File: src/bilinear_resize_normalize_top_macros.svh
// assertion macros for the bilinear resize and normalize block
// used only by bilinear_resize_normalize_top, expects a clock and reset in scope
`ifndef BILINEAR_RESIZE_NORMALIZE_TOP_MACROS_SVH
`define BILINEAR_RESIZE_NORMALIZE_TOP_MACROS_SVH

// same-cycle implication
`define BRN_ASSERT_NOW(lbl, ante, cons, msg) \
   lbl: assert property (@(posedge clock) disable iff (reset) (ante) |-> (cons)) else $error(msg);

// next-cycle implication
`define BRN_ASSERT_NEXT(lbl, ante, cons, msg) \
   lbl: assert property (@(posedge clock) disable iff (reset) (ante) |=> (cons)) else $error(msg);

`endif

File: src/brn_pkg.sv
// shared types, constants and the normalization table builder
// used by brn_axis, brn_lane and bilinear_resize_normalize_top
package brn_pkg;

   localparam int MaxSrcDimDefault = 256;
   localparam int TargetDimDefault = 1024;
   localparam int NumChannels      = 3;

   localparam longint MeanRed   = 123675;
   localparam longint MeanGreen = 116280;
   localparam longint MeanBlue  = 103530;
   localparam longint StdRed    = 58395;
   localparam longint StdGreen  = 57120;
   localparam longint StdBlue   = 57375;

   typedef enum logic {
      OP_LOAD   = 1'b0,
      OP_SAMPLE = 1'b1
   } opcode_type;

   typedef enum logic {
      REG_SRC_WIDTH  = 1'b0,
      REG_SRC_HEIGHT = 1'b1
   } reg_index_type;

   typedef struct packed {
      logic mul1;
      logic mul2;
      logic load;
   } lane_ctrl_type;

   typedef logic signed [15:0] norm_lut_type [256];

   function automatic logic signed [15:0] norm_entry(int v, int ch);
      longint num;
      longint q;
      case (ch)
         0: begin
            num = (longint'(v) * 1000 - MeanRed) * 4096;
            if (num >= 0) q = (num + StdRed / 2) / StdRed;
            else q = -((-num + StdRed / 2) / StdRed);
         end
         1: begin
            num = (longint'(v) * 1000 - MeanGreen) * 4096;
            if (num >= 0) q = (num + StdGreen / 2) / StdGreen;
            else q = -((-num + StdGreen / 2) / StdGreen);
         end
         default: begin
            num = (longint'(v) * 1000 - MeanBlue) * 4096;
            if (num >= 0) q = (num + StdBlue / 2) / StdBlue;
            else q = -((-num + StdBlue / 2) / StdBlue);
         end
      endcase
      if (q > 32767) q = 32767;
      if (q < -32768) q = -32768;
      return 16'(q);
   endfunction

   function automatic norm_lut_type build_norm_lut(int ch);
      norm_lut_type lut;
      for (int v = 0; v < 256; v++) begin
         lut[v] = norm_entry(v, ch);
      end
      return lut;
   endfunction

endpackage

File: src/brn_lane.sv
// one color lane: bilinear weighting, rounding shift and normalization table
// uses brn_pkg for control struct and table builder
module brn_lane #(
   parameter int TargetDim = brn_pkg::TargetDimDefault,
   parameter int Channel   = 0
) (
   input  logic                                clock,
   input  brn_pkg::lane_ctrl_type              ctrl,
   input  logic [7:0]                          p00,
   input  logic [7:0]                          p01,
   input  logic [7:0]                          p10,
   input  logic [7:0]                          p11,
   input  logic signed [$clog2(2*TargetDim):0] dx,
   input  logic signed [$clog2(2*TargetDim):0] dy,
   output logic signed [15:0]                  norm
);
   localparam int     F      = 2 * TargetDim;
   localparam int     LF2    = 2 * $clog2(F);
   localparam int     WW     = $clog2(3*TargetDim + 1) + 1;
   localparam int     PW     = 9 + WW;
   localparam int     TW     = PW + 1;
   localparam int     MW     = TW + WW;
   localparam longint F2     = 4 * longint'(TargetDim) * TargetDim;
   localparam longint NumMax = 4080 * longint'(TargetDim) * TargetDim;
   localparam int     NW     = $clog2(NumMax) + 2;
   localparam logic signed [NW-1:0] HalfF2 = NW'(F2 / 2);
   localparam logic signed [NW-1:0] SatLim = NW'(F2 * 256);
   localparam brn_pkg::norm_lut_type NormLut = brn_pkg::build_norm_lut(Channel);

   logic signed [WW-1:0] wx0, wx1, wy0, wy1;
   logic signed [PW-1:0] a_ff, b_ff, c_ff, d_ff;
   logic signed [PW-1:0] a_in, b_in, c_in, d_in;
   logic signed [TW-1:0] top, bot;
   logic signed [MW-1:0] m1_ff, m2_ff, m1_in, m2_in;
   logic signed [NW-1:0] num, rnd;
   logic [7:0]           v_ff, v_in;

   assign wx0 = WW'(F) - WW'(dx);
   assign wx1 = WW'(dx);
   assign wy0 = WW'(F) - WW'(dy);
   assign wy1 = WW'(dy);

   assign a_in = $signed({1'b0, p00}) * wx0;
   assign b_in = $signed({1'b0, p01}) * wx1;
   assign c_in = $signed({1'b0, p10}) * wx0;
   assign d_in = $signed({1'b0, p11}) * wx1;

   assign top = TW'(a_ff) + TW'(b_ff);
   assign bot = TW'(c_ff) + TW'(d_ff);
   assign m1_in = top * wy0;
   assign m2_in = bot * wy1;

   assign num  = NW'(m1_ff) + NW'(m2_ff);
   assign rnd  = num + HalfF2;
   assign v_in = (num <= 0) ? 8'd0 : (rnd >= SatLim) ? 8'd255 : rnd[LF2 +: 8];

   always_ff @(posedge clock) begin
      if (ctrl.mul1) begin
         a_ff <= a_in;
         b_ff <= b_in;
         c_ff <= c_in;
         d_ff <= d_in;
      end
      if (ctrl.mul2) begin
         m1_ff <= m1_in;
         m2_ff <= m2_in;
      end
      if (ctrl.load) begin
         v_ff <= v_in;
      end
   end

   assign norm = NormLut[v_ff];

endmodule

File: config.mk
export PLATFORM = sky130hd
export DESIGN_NAME = brn_lane
export DESIGN_NICKNAME = d
export VERILOG_FILES = /design/src/bilinear_resize_normalize_top_macros.svh /design/src/brn_pkg.sv /design/src/brn_lane.sv
export SDC_FILE = /design/constraint.sdc
export NUM_CORES = 2
export LEC_CHECK = 0
export BUFFER_PORTS_ARGS = -buffer_cell sky130_fd_sc_hd__clkbuf_2
export CAP_MARGIN = 20
export CORE_MARGIN = 5
export CORE_UTILIZATION = 40
export CTS_CLUSTER_DIAMETER = 50
export DETAILED_ROUTE_END_ITERATION = 7
export GPL_ROUTABILITY_DRIVEN = 1
export PLACE_DENSITY = 0.57
export SYNTH_ARGS = -nofsm -noshare
export SYNTH_HDL_FRONTEND = slang
export SYNTH_SLANG_ARGS = --single-unit
File: constraint.sdc
create_clock -name clock -period 12.4 [get_ports clock]
set_input_delay 3.1 -clock clock [delete_from_list [all_inputs] [get_ports clock]]
set_output_delay 3.1 -clock clock [all_outputs]
set_load 0.01 [all_outputs]
; Yosys cells after proc, flatten, opt, wreduce, memory -nomap -nowiden
; Memories as Yosys holds them, arrays and structs flattened.
; Cells that the tools add are included.
[classes]
addsub = 6
mul = 6
n_lt_le_gt_ge = 3
muxes = 3
bitwise = 1
[op_table]
columns = cell, n
row1 = $add 22x21->23, 2
row2 = $mul 9x13->22, 2
row3 = $mul 9x12->21, 2
row4 = $add 34x23->34 const B, 1
row5 = $add 34x34->34, 1
row6 = $ge 34x32->1 const B, 1
row7 = $le 34x1->1 const B, 1
row8 = $mul 23x12->34, 1
row9 = $mul 23x13->34, 1
row10 = $mux 16, 2
row11 = $sub 13x12->13 const A, 2
row12 = $ge 9x9->1 const B, 1
row13 = $not 8->9, 1
row14 = $mux 8, 1
[totals]
mem_bits_ro = 4096
wordCells = 27
reg_bits = 162
out_inout_bits = 16
inputBits = 60
n_memories = 1
[memory_table]
columns = memory, depth, width, read_ports, rd_clocked_by_memory_dff, write_ports, line
row1 = (no name shown), 256, 16, 1, 0, 0, brn_lane.sv:73  ; assign norm = NormLut[v_ff];

; Logic depth before layout (Yosys ltp)
[depth]
depth_word = 4
mapped_depth = 37
ltp_nobuf = 36

; Worst setup path after synthesis
; OpenSTA, ideal clock, no wires.
[synth_path]
path_kind = input-to-reg
from = input port dy[0]
to = register m1_ff[33], data pin
arrival_time_ns = 10.323
required_time_ns = 12.142
setup_slack_ns = 1.819
path_stages = 28
n_path_buf = 1
setup_time_ns = 0.258
path_cell_list = clkinv_1 -> ha_1 -> nand2_1 -> or3_1 -> or3_1 -> or3_1 -> xnor2_1 -> clkbuf_1 -> nor2_1 -> fa_1 -> fa_1 -> fa_1 -> fa_1 -> fa_1 -> ha_1 -> ha_1 -> a21o_1 -> a21oi_1 -> nand3b_1 -> a31oi_1 -> nor3_1 -> a2111oi_0 -> o21bai_1 -> nand3_1 -> nand2_1 -> a31o_2 -> a31oi_1 -> xnor2_1
[synth_between]
elab_chain_cells = 2
[synth_lines]
columns = element, line
row1 = start: declaration, brn_lane.sv:14  ; input logic signed [$clog2(2*TargetDim):0] dy,
row2 = $sub 13x12->13, brn_lane.sv:40  ; assign wy0 = WW'(F) - WW'(dy);
row3 = $mul 23x13->34, brn_lane.sv:50  ; assign m1_in = top * wy0;
row4 = net m1_in[33], brn_lane.sv:34  ; logic signed [MW-1:0] m1_ff, m2_ff, m1_in, m2_in;
row5 = end signal: assignment, brn_lane.sv:65  ; m1_ff <= m1_in;
row6 = end: declaration, brn_lane.sv:34
; The timed path passes the listed nets, and every way through them passes these cells.
; A chain may end at the register's enable or synchronous reset.

; Worst setup path after layout
[layout_path]
from = input port dy[2]
to = register m1_ff[33], data pin
; The elaborated chain is that of the path after synthesis.

==> reports/results.tsv <==
stage	metric	value	unit
synth	avgSynthCellArea	8.75	sq um
worst_hold_path	hold_start	m2_ff[33]$_DFFE_PP_	
worst_hold_path	hold_class	flip-flop to flip-flop	
die	floorplan.rows	124	
drt	post-route-drc-count	0	
drt	drt_pass1_iterations	6	
clock_tree	clock_sinks	162	
synth	syn_nets	6572	
worst_setup_path	slowest_stage	a2111oi_0	
worst_setup_path	slowest_delay	0.69	ns
die	core_region_area	0.114	sq mm
run_status	status	finished, final reports clean	
synth	postSynth.asyncResetShare	0	%
global_routing	grt_pass1_vias	35948	
worst_setup_path	start_kind	input pin	
timing	maxSlewHeadroom	27.9	%
finish	fill_cells	11284	
clock_tree	clock_path_buffers	2	
clock_tree	htreeDepth	4	
timing	rsz0062_at_grt	false	
worst_setup_path	worstSetupPathType	input pin to flip-flop	
clock_tree	post_cts_buffers	0	
drt	finalWirelength	117	mm
timing	finalSetupViolations	0	
finish	nNetsFinal	6494	
timing	worst_slack	1.18	ns
synth	yosysWarnings	0	
timing	finClkSkew	0.0165	ns
place	io_buffer_count	75	
drt	wl_per_cell	17.5	microns
finish	syn_to_final_growth	5.73	%
timing	finalHoldViolCount	0	
synth	netlist_area	0.0460	sq mm
place	routabilityCongestion	0.882	
clock_tree	cts.repair.resized	0	
place	post-place-ws	0.769	ns
clock_tree	cts_root_buf	clkbuf_16	
worst_hold_path	min_path_cells	4	
clock_tree	tritoncts	built	
global_routing	grt_overflow	0	
worst_setup_path	rr_worst_depth	32	
worst_setup_path	arrival	11.42	ns
finish	drive_gt1_share	4.56	%
finish	fin_util	42.6	%
synth	ys_ff_latch	162	
synth	synth_cells	5261	
worst_setup_path	crit_top_cell	fa_1	
clock_tree	hold_buffers	0	
die	initial_core_util	40.3	%
synth	synthDistinctLibCells	89	
worst_setup_path	critical_path_required	12.61	ns
worst_setup_path	r2r_slack	2.87	ns
timing	drv_slew	0	
timing	max_clock_freq	89.2	MHz
timing	period_minus_slack	11.22	ns
timing	fin_crit_sh	90.5	%
global_routing	grt_antenna_before_repair	5	
worst_setup_path	r2r-end	m1_ff[33]$_DFFE_PP_	
clock_tree	clock_latency	0.47	ns
drt	vias	34388	
drt	ant_nets	0	
worst_setup_path	cp_max_fo	16	
finish	final_cell_mix	1038 x inv_1, 833 x fa_1, 664 x nand2_1, 418 x ha_1, 375 x and2_1	
worst_setup_path	rr_startpoint	b_ff[1]$_DFFE_PP_	
die	dieArea	0.122	sq mm
worst_hold_path	hold_end	v_ff[0]$_SDFFCE_PP0P_	
worst_setup_path	endpoint_kind	flip-flop	
global_routing	grt_max_degree	79	
finish	layout_commonest_cell	inv_1	
synth	synth_edf_count	162	
synth	seq_area_frac_synth	10.6	%
timing	tightest_slew	1.08	ns
global_routing	grt_pass1_wl	195	mm
global_routing	groute.usage.overall	19.7	%
drt	via_per_inst	5.13	
drt	drtIter0Drc	2421	
die	fp.dieW	349	microns
clock_tree	cts_buffers	17	
die	ios	76	
place	dpl.hpwl	95.8	mm
synth	synth-main-ff-cell	edfxtp_1	
clock_tree	cts.clk_slew.worst_paths	0.07	ns
timing	timing.hold.ws	1.02	ns
die	die_h	349	microns
timing	finalSetupTns	0	ns
job	cap_violations	0	
[Yosys cell counts, types with 9 or more instances]
master,instances,area [sq um]
nand2b_1,31,194
nand4_1,14,87.6
nor4_1,13,81.3
xor2_1,61,534
and3_1,15,93.8
o21a_1,26,195
o22ai_1,9,56.3
ha_1,418,5230
a211o_1,9,78.8
or3_1,17,106
clkbuf_1,225,845
inv_1,1038,3900
a21o_1,53,398
xnor2_1,169,1480
a21boi_0,16,120
fa_1,833,16700
a31oi_1,23,144
nor2_1,250,938
or2_2,13,81.3
a21oi_1,228,1140
nor2b_1,50,313
buf_1,17,63.8
nor3_1,53,265
mux2i_1,9,90.1
and2_1,375,2350
o31ai_1,11,82.6
o21bai_1,21,158
edfxtp_1,162,4860
a211oi_1,31,233
o211ai_1,39,293
o21ai_0,197,986
nand3_1,45,225
nand2_1,664,2490
[registers in the layout, summed over array words and instances (netlist names)]
register / count
m1_ff: 34
m2_ff: 34
a_ff: 22
c_ff: 22
b_ff: 21
d_ff: 21
v_ff: 8
[metrics by stage]
step	cell area, sq um	instances
floorplan	46000	5261
global placement	48000	6670
detailed placement	48100	6675
CTS	48700	6707
global route	48700	6708
finish	48700	6709
[logic make-up (layout without fill, tap and decap cells)]
| kind of cell | after synthesis | in the layout | share of synthesized area (%) |
|---|---|---|---|
| compound gates | 745 | 745 | 10.1 |
| xor+xnor | 234 | 234 | 4.57 |
| fa+ha+maj | 1251 | 1251 | 47.6 |
| buf+inv | 1286 | 1221 | 10.5 |
| flops | 162 | 162 | 10.6 |
| mux | 15 | 15 | 0.489 |
| other cells | 0 | 1 | 0 |
| simple gates | 1568 | 1568 | 16.2 |
[area by class of cell]
class / count / area [sq um] / area share [%]
inverters: 1041 / 3910 / 8.03
diodes: 1 / 2.50 / 0.00514
repair buffers: 148 / 940 / 1.93
clock inverters: 15 / 175 / 0.360
well taps: 1512 / 1890 / 3.89
clock buffers: 17 / 425 / 0.874
multi-input cells: 3813 / 36500 / 74.9
flip-flops and latches: 162 / 4860 / 10.0
[worst max path at each step]
stage | end | from | slack (ns) | depth (start not counted)
finish | m1_ff[33]$_DFFE_PP_ | dy[2] | 1.18 | 31
global route | m1_ff[33]$_DFFE_PP_ | dy[2] | 0.57 | 31
CTS | m1_ff[33]$_DFFE_PP_ | dy[0] | 1.27 | 32
detailed placement | m1_ff[33]$_DFFE_PP_ | dy[0] | 0.77 | 32
global placement | m1_ff[33]$_DFFE_PP_ | dy[2] | 0.87 | 29
floorplan | m1_ff[33]$_DFFE_PP_ | dy[0] | 1.82 | 28
[layer usage]
layer / global-route usage (%) / part of all wire, % / vias up
li1: - / - / 16262
met2: 32.2 / 46 / 841
met5: 0 / 0.023 / -
met3: 3.00 / 5.8 / 111
met1: 27.9 / 46 / 17170
met4: 4.51 / 2.3 / 4
[critical path: cells and delay by family]
family,cells,cell delay [ns]
simple gates,10,2.41
compound gates,6,1.73
fa+ha+maj,7,3.25
buf+inv,6,0.68
xor+xnor,2,0.24
Power is left out: the tool's default activity adds up to more than one toggle a clock period on the data nets, which glitch-free logic cannot reach.
