$ cat src/bilinear_resize_normalize_top_macros.svh
// assertion macros for the bilinear resize and normalize block
// used only by bilinear_resize_normalize_top, expects a clock and reset in scope
`ifndef BILINEAR_RESIZE_NORMALIZE_TOP_MACROS_SVH
`define BILINEAR_RESIZE_NORMALIZE_TOP_MACROS_SVH

// same-cycle implication
`define BRN_ASSERT_NOW(lbl, ante, cons, msg) \
   lbl: assert property (@(posedge clock) disable iff (reset) (ante) |-> (cons)) else $error(msg);

// next-cycle implication
`define BRN_ASSERT_NEXT(lbl, ante, cons, msg) \
   lbl: assert property (@(posedge clock) disable iff (reset) (ante) |=> (cons)) else $error(msg);

`endif

$ cat src/brn_pkg.sv
// shared types, constants and the normalization table builder
// used by brn_axis, brn_lane and bilinear_resize_normalize_top
package brn_pkg;

   localparam int MaxSrcDimDefault = 256;
   localparam int TargetDimDefault = 1024;
   localparam int NumChannels      = 3;

   localparam longint MeanRed   = 123675;
   localparam longint MeanGreen = 116280;
   localparam longint MeanBlue  = 103530;
   localparam longint StdRed    = 58395;
   localparam longint StdGreen  = 57120;
   localparam longint StdBlue   = 57375;

   typedef enum logic {
      OP_LOAD   = 1'b0,
      OP_SAMPLE = 1'b1
   } opcode_type;

   typedef enum logic {
      REG_SRC_WIDTH  = 1'b0,
      REG_SRC_HEIGHT = 1'b1
   } reg_index_type;

   typedef struct packed {
      logic mul1;
      logic mul2;
      logic load;
   } lane_ctrl_type;

   typedef logic signed [15:0] norm_lut_type [256];

   function automatic logic signed [15:0] norm_entry(int v, int ch);
      longint num;
      longint q;
      case (ch)
         0: begin
            num = (longint'(v) * 1000 - MeanRed) * 4096;
            if (num >= 0) q = (num + StdRed / 2) / StdRed;
            else q = -((-num + StdRed / 2) / StdRed);
         end
         1: begin
            num = (longint'(v) * 1000 - MeanGreen) * 4096;
            if (num >= 0) q = (num + StdGreen / 2) / StdGreen;
            else q = -((-num + StdGreen / 2) / StdGreen);
         end
         default: begin
            num = (longint'(v) * 1000 - MeanBlue) * 4096;
            if (num >= 0) q = (num + StdBlue / 2) / StdBlue;
            else q = -((-num + StdBlue / 2) / StdBlue);
         end
      endcase
      if (q > 32767) q = 32767;
      if (q < -32768) q = -32768;
      return 16'(q);
   endfunction

   function automatic norm_lut_type build_norm_lut(int ch);
      norm_lut_type lut;
      for (int v = 0; v < 256; v++) begin
         lut[v] = norm_entry(v, ch);
      end
      return lut;
   endfunction

endpackage

$ cat src/brn_axis.sv
// maps one output coordinate to source base, neighbor and fraction with an arithmetic
// shift by clog2(2*TargetDim), registered on start; uses brn_pkg
module brn_axis #(
   parameter int MaxSrcDim = brn_pkg::MaxSrcDimDefault,
   parameter int TargetDim = brn_pkg::TargetDimDefault
) (
   input  logic                                     clock,
   input  logic                                     start,
   input  logic [9:0]                               coord,
   input  logic [$clog2(MaxSrcDim+1)-1:0]           span,
   input  logic [$clog2(MaxSrcDim+1)-1:0]           dim,
   output logic [$clog2(MaxSrcDim)-1:0]             base,
   output logic [$clog2(MaxSrcDim)-1:0]             nbr,
   output logic signed [$clog2(2*TargetDim):0]      frac
);
   localparam int AW = $clog2(MaxSrcDim);
   localparam int LF = $clog2(2*TargetDim);
   localparam int FW = LF + 1;
   localparam int XW = $clog2(2047*MaxSrcDim + 2*TargetDim*MaxSrcDim + 1) + 1;

   logic signed [XW-1:0] pos;
   logic signed [XW-1:0] quo;
   logic [AW-1:0]        dimm1;
   logic [AW-1:0]        base_ff, base_in, nbr_ff, nbr_in;
   logic signed [FW-1:0] frac_ff, frac_in;

   assign pos   = $signed(XW'({coord, 1'b1})) * $signed(XW'(span)) - $signed(XW'(TargetDim));
   assign quo   = pos >>> LF;
   assign dimm1 = AW'(dim - 1'b1);

   always_comb begin
      if (pos < 0) begin
         base_in = '0;
         frac_in = FW'(pos);
      end else if (quo >= $signed(XW'(dim))) begin
         base_in = dimm1;
         frac_in = '0;
      end else begin
         base_in = quo[AW-1:0];
         frac_in = $signed({1'b0, pos[LF-1:0]});
      end
      nbr_in = ({1'b0, base_in} + 1'b1 < {1'b0, dimm1}) ? AW'(base_in + 1'b1) : dimm1;
   end

   always_ff @(posedge clock) begin
      if (start) begin
         base_ff <= base_in;
         nbr_ff  <= nbr_in;
         frac_ff <= frac_in;
      end
   end

   assign base = base_ff;
   assign nbr  = nbr_ff;
   assign frac = frac_ff;

endmodule

$ cat config.mk
export PLATFORM = sky130hd
export DESIGN_NAME = brn_axis
export DESIGN_NICKNAME = d
export VERILOG_FILES = /design/src/bilinear_resize_normalize_top_macros.svh /design/src/brn_pkg.sv /design/src/brn_axis.sv
export SDC_FILE = /design/constraint.sdc
export NUM_CORES = 1
export LEC_CHECK = 0
export BUFFER_PORTS_ARGS = -buffer_cell sky130_fd_sc_hd__buf_2
export CAP_MARGIN = 20
export CELL_PAD_IN_SITES_DETAIL_PLACEMENT = 2
export CELL_PAD_IN_SITES_GLOBAL_PLACEMENT = 2
export CORE_ASPECT_RATIO = 1.1
export CORE_MARGIN = 5
export CORE_UTILIZATION = 25
export DETAILED_ROUTE_END_ITERATION = 16
export PLACE_DENSITY = 0.6
export RECOVER_POWER = 100
export REMOVE_ABC_BUFFERS = 1
export SLEW_MARGIN = 20
export SYNTH_ARGS = -nofsm -noshare
export SYNTH_HDL_FRONTEND = slang
export SYNTH_SLANG_ARGS = --single-unit
$ cat constraint.sdc
create_clock -name clock -period 16.25 [get_ports clock]
set_input_delay 2.4375 -clock clock [delete_from_list [all_inputs] [get_ports clock]]
set_output_delay 2.4375 -clock clock [all_outputs]
set_load 0.02 [all_outputs]
Yosys cells after proc, flatten, opt, wreduce, memory -nomap -nowiden
Index checks and enable logic that the tools add are counted.

storage, ports and cells
  register bits after elaboration = 28
  bits in latches = 0
  RAM bits = 0
  bits in read-only memories = 0
  input bits = 30
  output and inout port bits = 28
  word-level logic and storage cells = 16
  memories = 0

cells by class
  add/subtract/negate cells = 4
  multipliers = 1
  divide/modulo/power cells = 0
  order comparisons = 3
  equal/unequal tests = 0
  shifts and indexed selects = 0
  mux-type cells = 5
  bitwise gates (word level) = 0
  reductions and logical operators = 0

operator list
  operator                number
  $mux 8                  3
  $lt 21x1->1 const B     1
  $sub 20x11->21 const B  1
  $mul 11x9->20           1
  $mux 12                 1
  $mux 11                 1
  $ge 10x10->1            1
  $add 8x1->9 const B     1
  $lt 9x8->1              1
  $add 8x1->8 const B     1
  $sub 8x1->8 const B     1

Longest topological paths before layout
Gate-level depths: netlist of the first run.

  word-level depth = 8
  depth in mapped cells = 39
  mapped depth without buffers = 37

Worst setup path before layout of the first run
OpenSTA, ideal clock, no wires.

  kind = input to register
  start = in coord[3]
  end = reg nbr_ff[5], in the netlist nbr[5], data pin
  data arrival time = 10.103 ns
  data required time = 15.990 ns
  path slack = 5.887 ns
  cell stages on the path = 33
  path buffers = 2
  cell sequence = clkbuf_1 -> nand2_1 -> fa_1 -> inv_1 -> fa_1 -> fa_1 -> fa_1 -> fa_1 -> ha_1 -> o21ai_0 -> nand2b_1 -> a41oi_2 -> a21oi_1 -> xnor2_1 -> inv_1 -> ha_1 -> a2111oi_0 -> o21ai_1 -> nand2_2 -> buf_2 -> nand2_1 -> o21ai_0 -> and2_1 -> ha_1 -> nand4_1 -> xor2_1 -> inv_1 -> ha_1 -> a2111oi_0 -> nand2_1 -> o22a_1 -> a21oi_4 -> mux2_4

on the way
  cells in the longest elaborated chain, start to end = 8

RTL lines
  item                                                 line            source
  from (decl)                                          brn_axis.sv:9   input logic [9:0] coord,
  $mul 11x9->20 *                                      brn_axis.sv:27  assign pos = $signed(XW'({coord, 1'b1})) * $signed(XW'(span)) - $signed(XW'(TargetDim));
  $sub 20x11->21 *                                     brn_axis.sv:27
  branches (longest 2 deep; another with $lt 21x1->1)  n/a
  $mux 8 *                                             brn_axis.sv:32  if (pos < 0) begin
  net base_in[1]                                       brn_axis.sv:24  logic [AW-1:0] base_ff, base_in, nbr_ff, nbr_in;
  $add 8x1->9                                          brn_axis.sv:42  nbr_in = ({1'b0, base_in} + 1'b1 < {1'b0, dimm1}) ? AW'(base_in + 1'b1) : dimm1;
  $lt 9x8->1                                           brn_axis.sv:42
  $mux 8 *                                             brn_axis.sv:42
  net nbr_in[5]                                        brn_axis.sv:24
  to (signal assigned)                                 brn_axis.sv:48  nbr_ff <= nbr_in;
  to (decl)                                            brn_axis.sv:24

Mark *: on every way through the listed nets, which the timed path passes.
A chain may end at the register's enable or synchronous reset.

Worst setup path in the final report of the first run
  start = in span[3]
  end = reg nbr_ff[5], in the netlist nbr[5], data pin

on the way
  cells in the longest elaborated chain, start to end = 8

RTL lines
  item                                                 line            source
  from (decl)                                          brn_axis.sv:10  input logic [$clog2(MaxSrcDim+1)-1:0] span,
  $mul 11x9->20 *                                      brn_axis.sv:27
  $sub 20x11->21 *                                     brn_axis.sv:27
  branches (longest 2 deep; another with $lt 21x1->1)  n/a
  $mux 8 *                                             brn_axis.sv:32
  net base_in[1]                                       brn_axis.sv:24
  $add 8x1->9                                          brn_axis.sv:42
  $lt 9x8->1                                           brn_axis.sv:42
  $mux 8 *                                             brn_axis.sv:42
  net nbr_in[5]                                        brn_axis.sv:24

Marks and branches as above.

==> impl_metrics.toml, run 1 <==
[outcome]
status = "complete, but fails checks"
violations = "capacitance limit, slew limit"

[global_route]
antenna_found_initial = 0
grt_start_max_net_pins = 29
grt_pass1_vias = 4470
grt_pass1_wl_mm = 22.9
grt-ovfl-total = 0
track_usage_pct = 11.9

[detailed_routing]
drc = 0
avgViaCountPerCell = 4.61
ant_nets = 0
routedWlPerCell_um = 16.5
drt-initial-drc-count = 113
dr_total_vias = 3866
wl_mm = 13.9
first_pass_iters = 4

[sta]
layout_worst_path_cycle_share_pct = 73.4
period_needed_ns = 11.94
slew_headroom_pct = -2.65
rsz0062_at_grt = "no"
slew_violations = 29
finalSetupTns_ns = 0
hold_violations = 0
setup_viol = 0
worst_pin_slew_ns = 1.54
max_freq_mhz = 83.8

[critical_path]
end_kind = "register"
cp_slowest_cell = "a21oi_1"
crit_buf_inv = 3
cp.arrival_ns = 11.96
cpPeakStageDelay_ns = 0.72
path_common_cell = "fa_1"
crit_path_start_kind = "input port"
crit_family = "adder cells"
critical_path_class = "in2reg"
cp.required_ns = 16.27
path_max_fanout = 16

[floorplan]
die_w_um = 147
core_area_um2 = 20400
fp.dieH_um = 161
rows = 55
initial_utilization_pct = 25.2
dieArea_um2 = 23600
top_level_ports = 58

[layout]
nFillCells = 2319
ff_latch_area_um2 = 841
syn_to_final_growth_pct = 10.5
fin_nets = 757
multi_input_area_um2 = 3840
final_cell_mix = "98 x inv_1, 80 x ha_1, 64 x nand2_1"
drive_above_1_share_pct = 7.20
antenna_cells = 0
final_common_cell = "inv_1"

[synth]
synth-seq-cells = 28
synth_warnings = 0
synth_top_area_cell = "fa_1"
syn_area_um2 = 5150
synthCells = 540
synth_top_area_share_pct = 24.5
ys_types = 56
seq_area_frac_synth_pct = 16.3
avgSynthCellArea_um2 = 9.54
synthTopCellsByArea = "fa_1 24%, ha_1 19%, edfxtp_1 16%"

[hold_path]
min_path_type = "in2reg"

[clock_tree]
root_buffer = "clkbuf_16"
ctsHoldBuffers = 0
cts_buffers = 3
htreeDepth = 1
clkSinkCount = 28
post_cts_resized = 0
clockBufferDepth = 2
cts_tree = "yes"
clkTransAtPathRegs_ns = 0.07
cts_setup_buffers = 0

[placed_design]
gp_congestion = 0.806
place_hpwl_mm = 12.0
port_buffers = 57

[job]
drv_cap = 1
[layer usage]
metal / up-vias / track usage, % / wire length [µm]
li1: 1838 / - / -
met1: 1981 / 14.8 / 6060
met2: 39 / 22.5 / 7420
met3: 8 / 0.875 / 261
met4: 0 / 2.20 / 131
met5: - / 0 / 0
[cells in the mapped netlist, drive strengths merged]
cell,count
nor3b,1
mux2,1
nand2,64
o2111ai,2
o211ai,2
o21ai,11
ha,80
a31o,1
nor2b,9
o22ai,1
clkbuf,17
o311ai,1
nor2,17
o21bai,1
nand4,4
and2,41
edfxtp,28
a211oi,6
or2b,1
a31oi,3
xor2,7
o211a,2
a2111oi,3
o221ai,1
o22a,1
inv,98
o32ai,1
a41oi,2
and3,6
o21a,4
a21oi,15
xnor2,17
nand2b,5
fa,63
or3,2
nand3,1
nor3,6
mux2i,7
buf,1
a21o,5
or4,1
o41ai,1
[kinds of logic after synthesis]
| logic type | after synthesis | share of synthesized area [%] |
|---|---|---|
| flip-flops | 28 | 16.3 |
| buffers and inverters | 116 | 8.47 |
| adder cells (fa/ha/maj) | 143 | 43.9 |
| multiplexers | 8 | 1.65 |
| XOR/XNOR | 24 | 4.59 |
| AO/OA/AOI/OAI | 63 | 9.42 |
| AND/OR/NAND/NOR | 158 | 15.7 |
[worst paths after layout]
| kind | start | endpoint | cells past startpoint |
|---|---|---|---|
| max | span[3] | nbr[5] | 31 |
| min | dim[0] | nbr[0] | 2 |
[cell type report]
| class | instances | area share [%] |
|---|---|---|
| tap | 256 | 5.63 |
| sequential | 28 | 14.8 |
| clock buffer | 3 | 1.32 |
| multi-input combinational | 396 | 67.4 |
| clock inverter | 1 | 0.0659 |
| timing repair buffer | 57 | 4.35 |
| inverter | 98 | 6.46 |
[state kept, by name, indices dropped and copies added, names as in the netlist]
signal	count
frac	12
nbr	8
base	8
[through the flow]
stage | area, µm² | cells | hold WS (ns) | setup slack (ns) | util [%]
final | 5690 | 839 | 2.63 | 4.31 | 27.9
after detailed placement | 5690 | 835 | 2.89 | 4.93 | 27.8
after floorplan | 5080 | 522 | 2.55 | 6.25 | -
after global placement | 5690 | 835 | 2.88 | 5.25 | 27.8
after CTS | 5770 | 839 | 2.63 | 5.20 | 28.2
after global routing | 5690 | 839 | 2.66 | 3.59 | 27.9
Power of run 1 is not shown: default switching activity piles up to over one toggle a cycle in this logic, so the estimate is an artifact.
==> inputs of run 2 (changes only) <==
--- a/config.mk
+++ b/config.mk
@@ -13,7 +13,7 @@
 export CORE_MARGIN = 5
 export CORE_UTILIZATION = 25
 export DETAILED_ROUTE_END_ITERATION = 16
-export PLACE_DENSITY = 0.6
+export PLACE_DENSITY = 0.62
 export RECOVER_POWER = 100
 export REMOVE_ABC_BUFFERS = 1
 export SLEW_MARGIN = 20
==> constraint.sdc (replaced) <==
create_clock -name clock -period 9.85 [get_ports clock]
set_input_delay 1.4775 -clock clock [delete_from_list [all_inputs] [get_ports clock]]
set_output_delay 1.4775 -clock clock [all_outputs]
set_load 0.02 [all_outputs]
==> run 2 against run 1 <==
Against the previous run:
- routed wire length up 1.1%
- non-clock buffer count is 14 higher
- the flow still finishes with violations (capacitance limit, slew limit)
- worst hold slack lost 0.99 ns
- global-route usage grew 0.15 points
- sequential share of layout area fell by 0.62 points
- utilization rose by 1.2 points
- first-iteration DRC count down 8.8%
- critical path depth unchanged
- setup slack got worse by 4.0 ns
==> impl_metrics.toml, run 2 (same netlist as run 1, synthesis figures left out) <==
[outcome]
status = "complete, but fails checks"
violations = "capacitance limit, slew limit"

[layout]
largest_reg_flops = 12
multi_input_area_um2 = 3960
nFillCells = 2308
fin_nets = 771
drive_above_1_share_pct = 12.2
antenna_cells = 0
final_common_cell = "inv_1"
final_cell_mix = "98 x inv_1, 79 x ha_1, 63 x nand2_1, 63 x fa_1, 41 x and2_1"
syn_to_final_growth_pct = 15.3
ff_latch_area_um2 = 841

[sta]
slew_headroom_pct = -1.50
slew_violations = 29
hold_violations = 0
hold_ws_ns = 1.64
layout_worst_path_cycle_share_pct = 96.4
worst_pin_slew_ns = 1.52
period_needed_ns = 9.50
max_freq_mhz = 105
setup_viol = 0

[global_route]
grt_pass1_wl_mm = 23.6
track_usage_pct = 12.0
grt_pass1_vias = 4729
grt-ovfl-total = 0
antenna_found_initial = 0
grt_start_max_net_pins = 29

[detailed_routing]
dr_total_vias = 3957
routedWlPerCell_um = 16.4
avgViaCountPerCell = 4.64
drc = 0
drt-initial-drc-count = 103
ant_nets = 0
wl_mm = 14.0
first_pass_iters = 4

[floorplan]
top_level_ports = 58
die_w_um = 147
fp.dieH_um = 161
dieArea_um2 = 23600
rows = 55
initial_utilization_pct = 25.2
core_area_um2 = 20400

[critical_path]
crit_buf_inv = 5
end_kind = "register"
cp_slowest_cell = "fa_1"
crit_family = "adder cells"
path_max_fanout = 9
cp-startpoint = "coord[4]"
path_common_cell = "fa_1"
cp.required_ns = 9.87
cp.arrival_ns = 9.51
cpPeakStageDelay_ns = 0.53
critical_path_class = "in2reg"
crit_path_start_kind = "input port"

[clock_tree]
clkSinkCount = 28
ctsHoldBuffers = 0
root_buffer = "clkbuf_16"
cts_buffers = 3
htreeDepth = 1
cts_tree = "yes"
clkTransAtPathRegs_ns = 0.06
clockBufferDepth = 2

[placed_design]
place_hpwl_mm = 12.1
port_buffers = 57
gp_congestion = 0.767

[job]
drv_cap = 1

[hold_path]
min_path_type = "in2reg"
min_from = "dim[0]"
## run 2: cell count changes in the layout (fill, tap and decap cells not counted), sizes merged
| cell | previous run | this run |
|---|---|---|
| buf | 27 | 37 |
| clkbuf | 33 | 37 |
## run 2: final cells by class
cell class / count / area share [%]
sequential: 28 / 14.1
inverter: 98 / 6.19
clock buffer: 3 / 1.26
timing repair buffer: 71 / 6.38
tap: 256 / 5.39
clock inverter: 1 / 0.0631
multi-input combinational: 396 / 66.6
## run 2: worst paths after layout
check,slack [ns],end,cells after the start
worst max-delay path,0.35,nbr[5],31
worst min-delay path,1.64,nbr[0],2
## run 2: routing by layer
layer | vias up | global-route usage (%) | share of wire [%]
met5 | - | 0 | 0
met4 | 0 | 2.12 | 1.0
met3 | 10 | 0.959 | 1.8
met2 | 33 | 23.5 | 56
met1 | 2048 | 14.4 | 41
li1 | 1866 | - | -
## run 2: stage by stage
step / util [%] / TNS, ns / cells / setup WS (ns) / cell area, µm²
3_5_place_dp: 28.2 / -3.62 / 842 / -0.497 / 5760
6_report: 29.1 / 0 / 853 / 0.352 / 5940
2_1_floorplan: - / 0 / 522 / 0.814 / 5080
5_1_grt: 29.1 / -0.250 / 853 / -0.0691 / 5940
3_3_place_gp: 28.2 / -0.000512 / 842 / -0.000512 / 5760
4_1_cts: 28.7 / 0 / 846 / 0.0139 / 5860
## run 2: timing repair
item	in CTS	in global routing
buffers inserted	0	7
gates resized for setup	5	19
pin swaps	0	6
setup endpoints to repair	8	8
Power of run 2 is left out for the same reason.
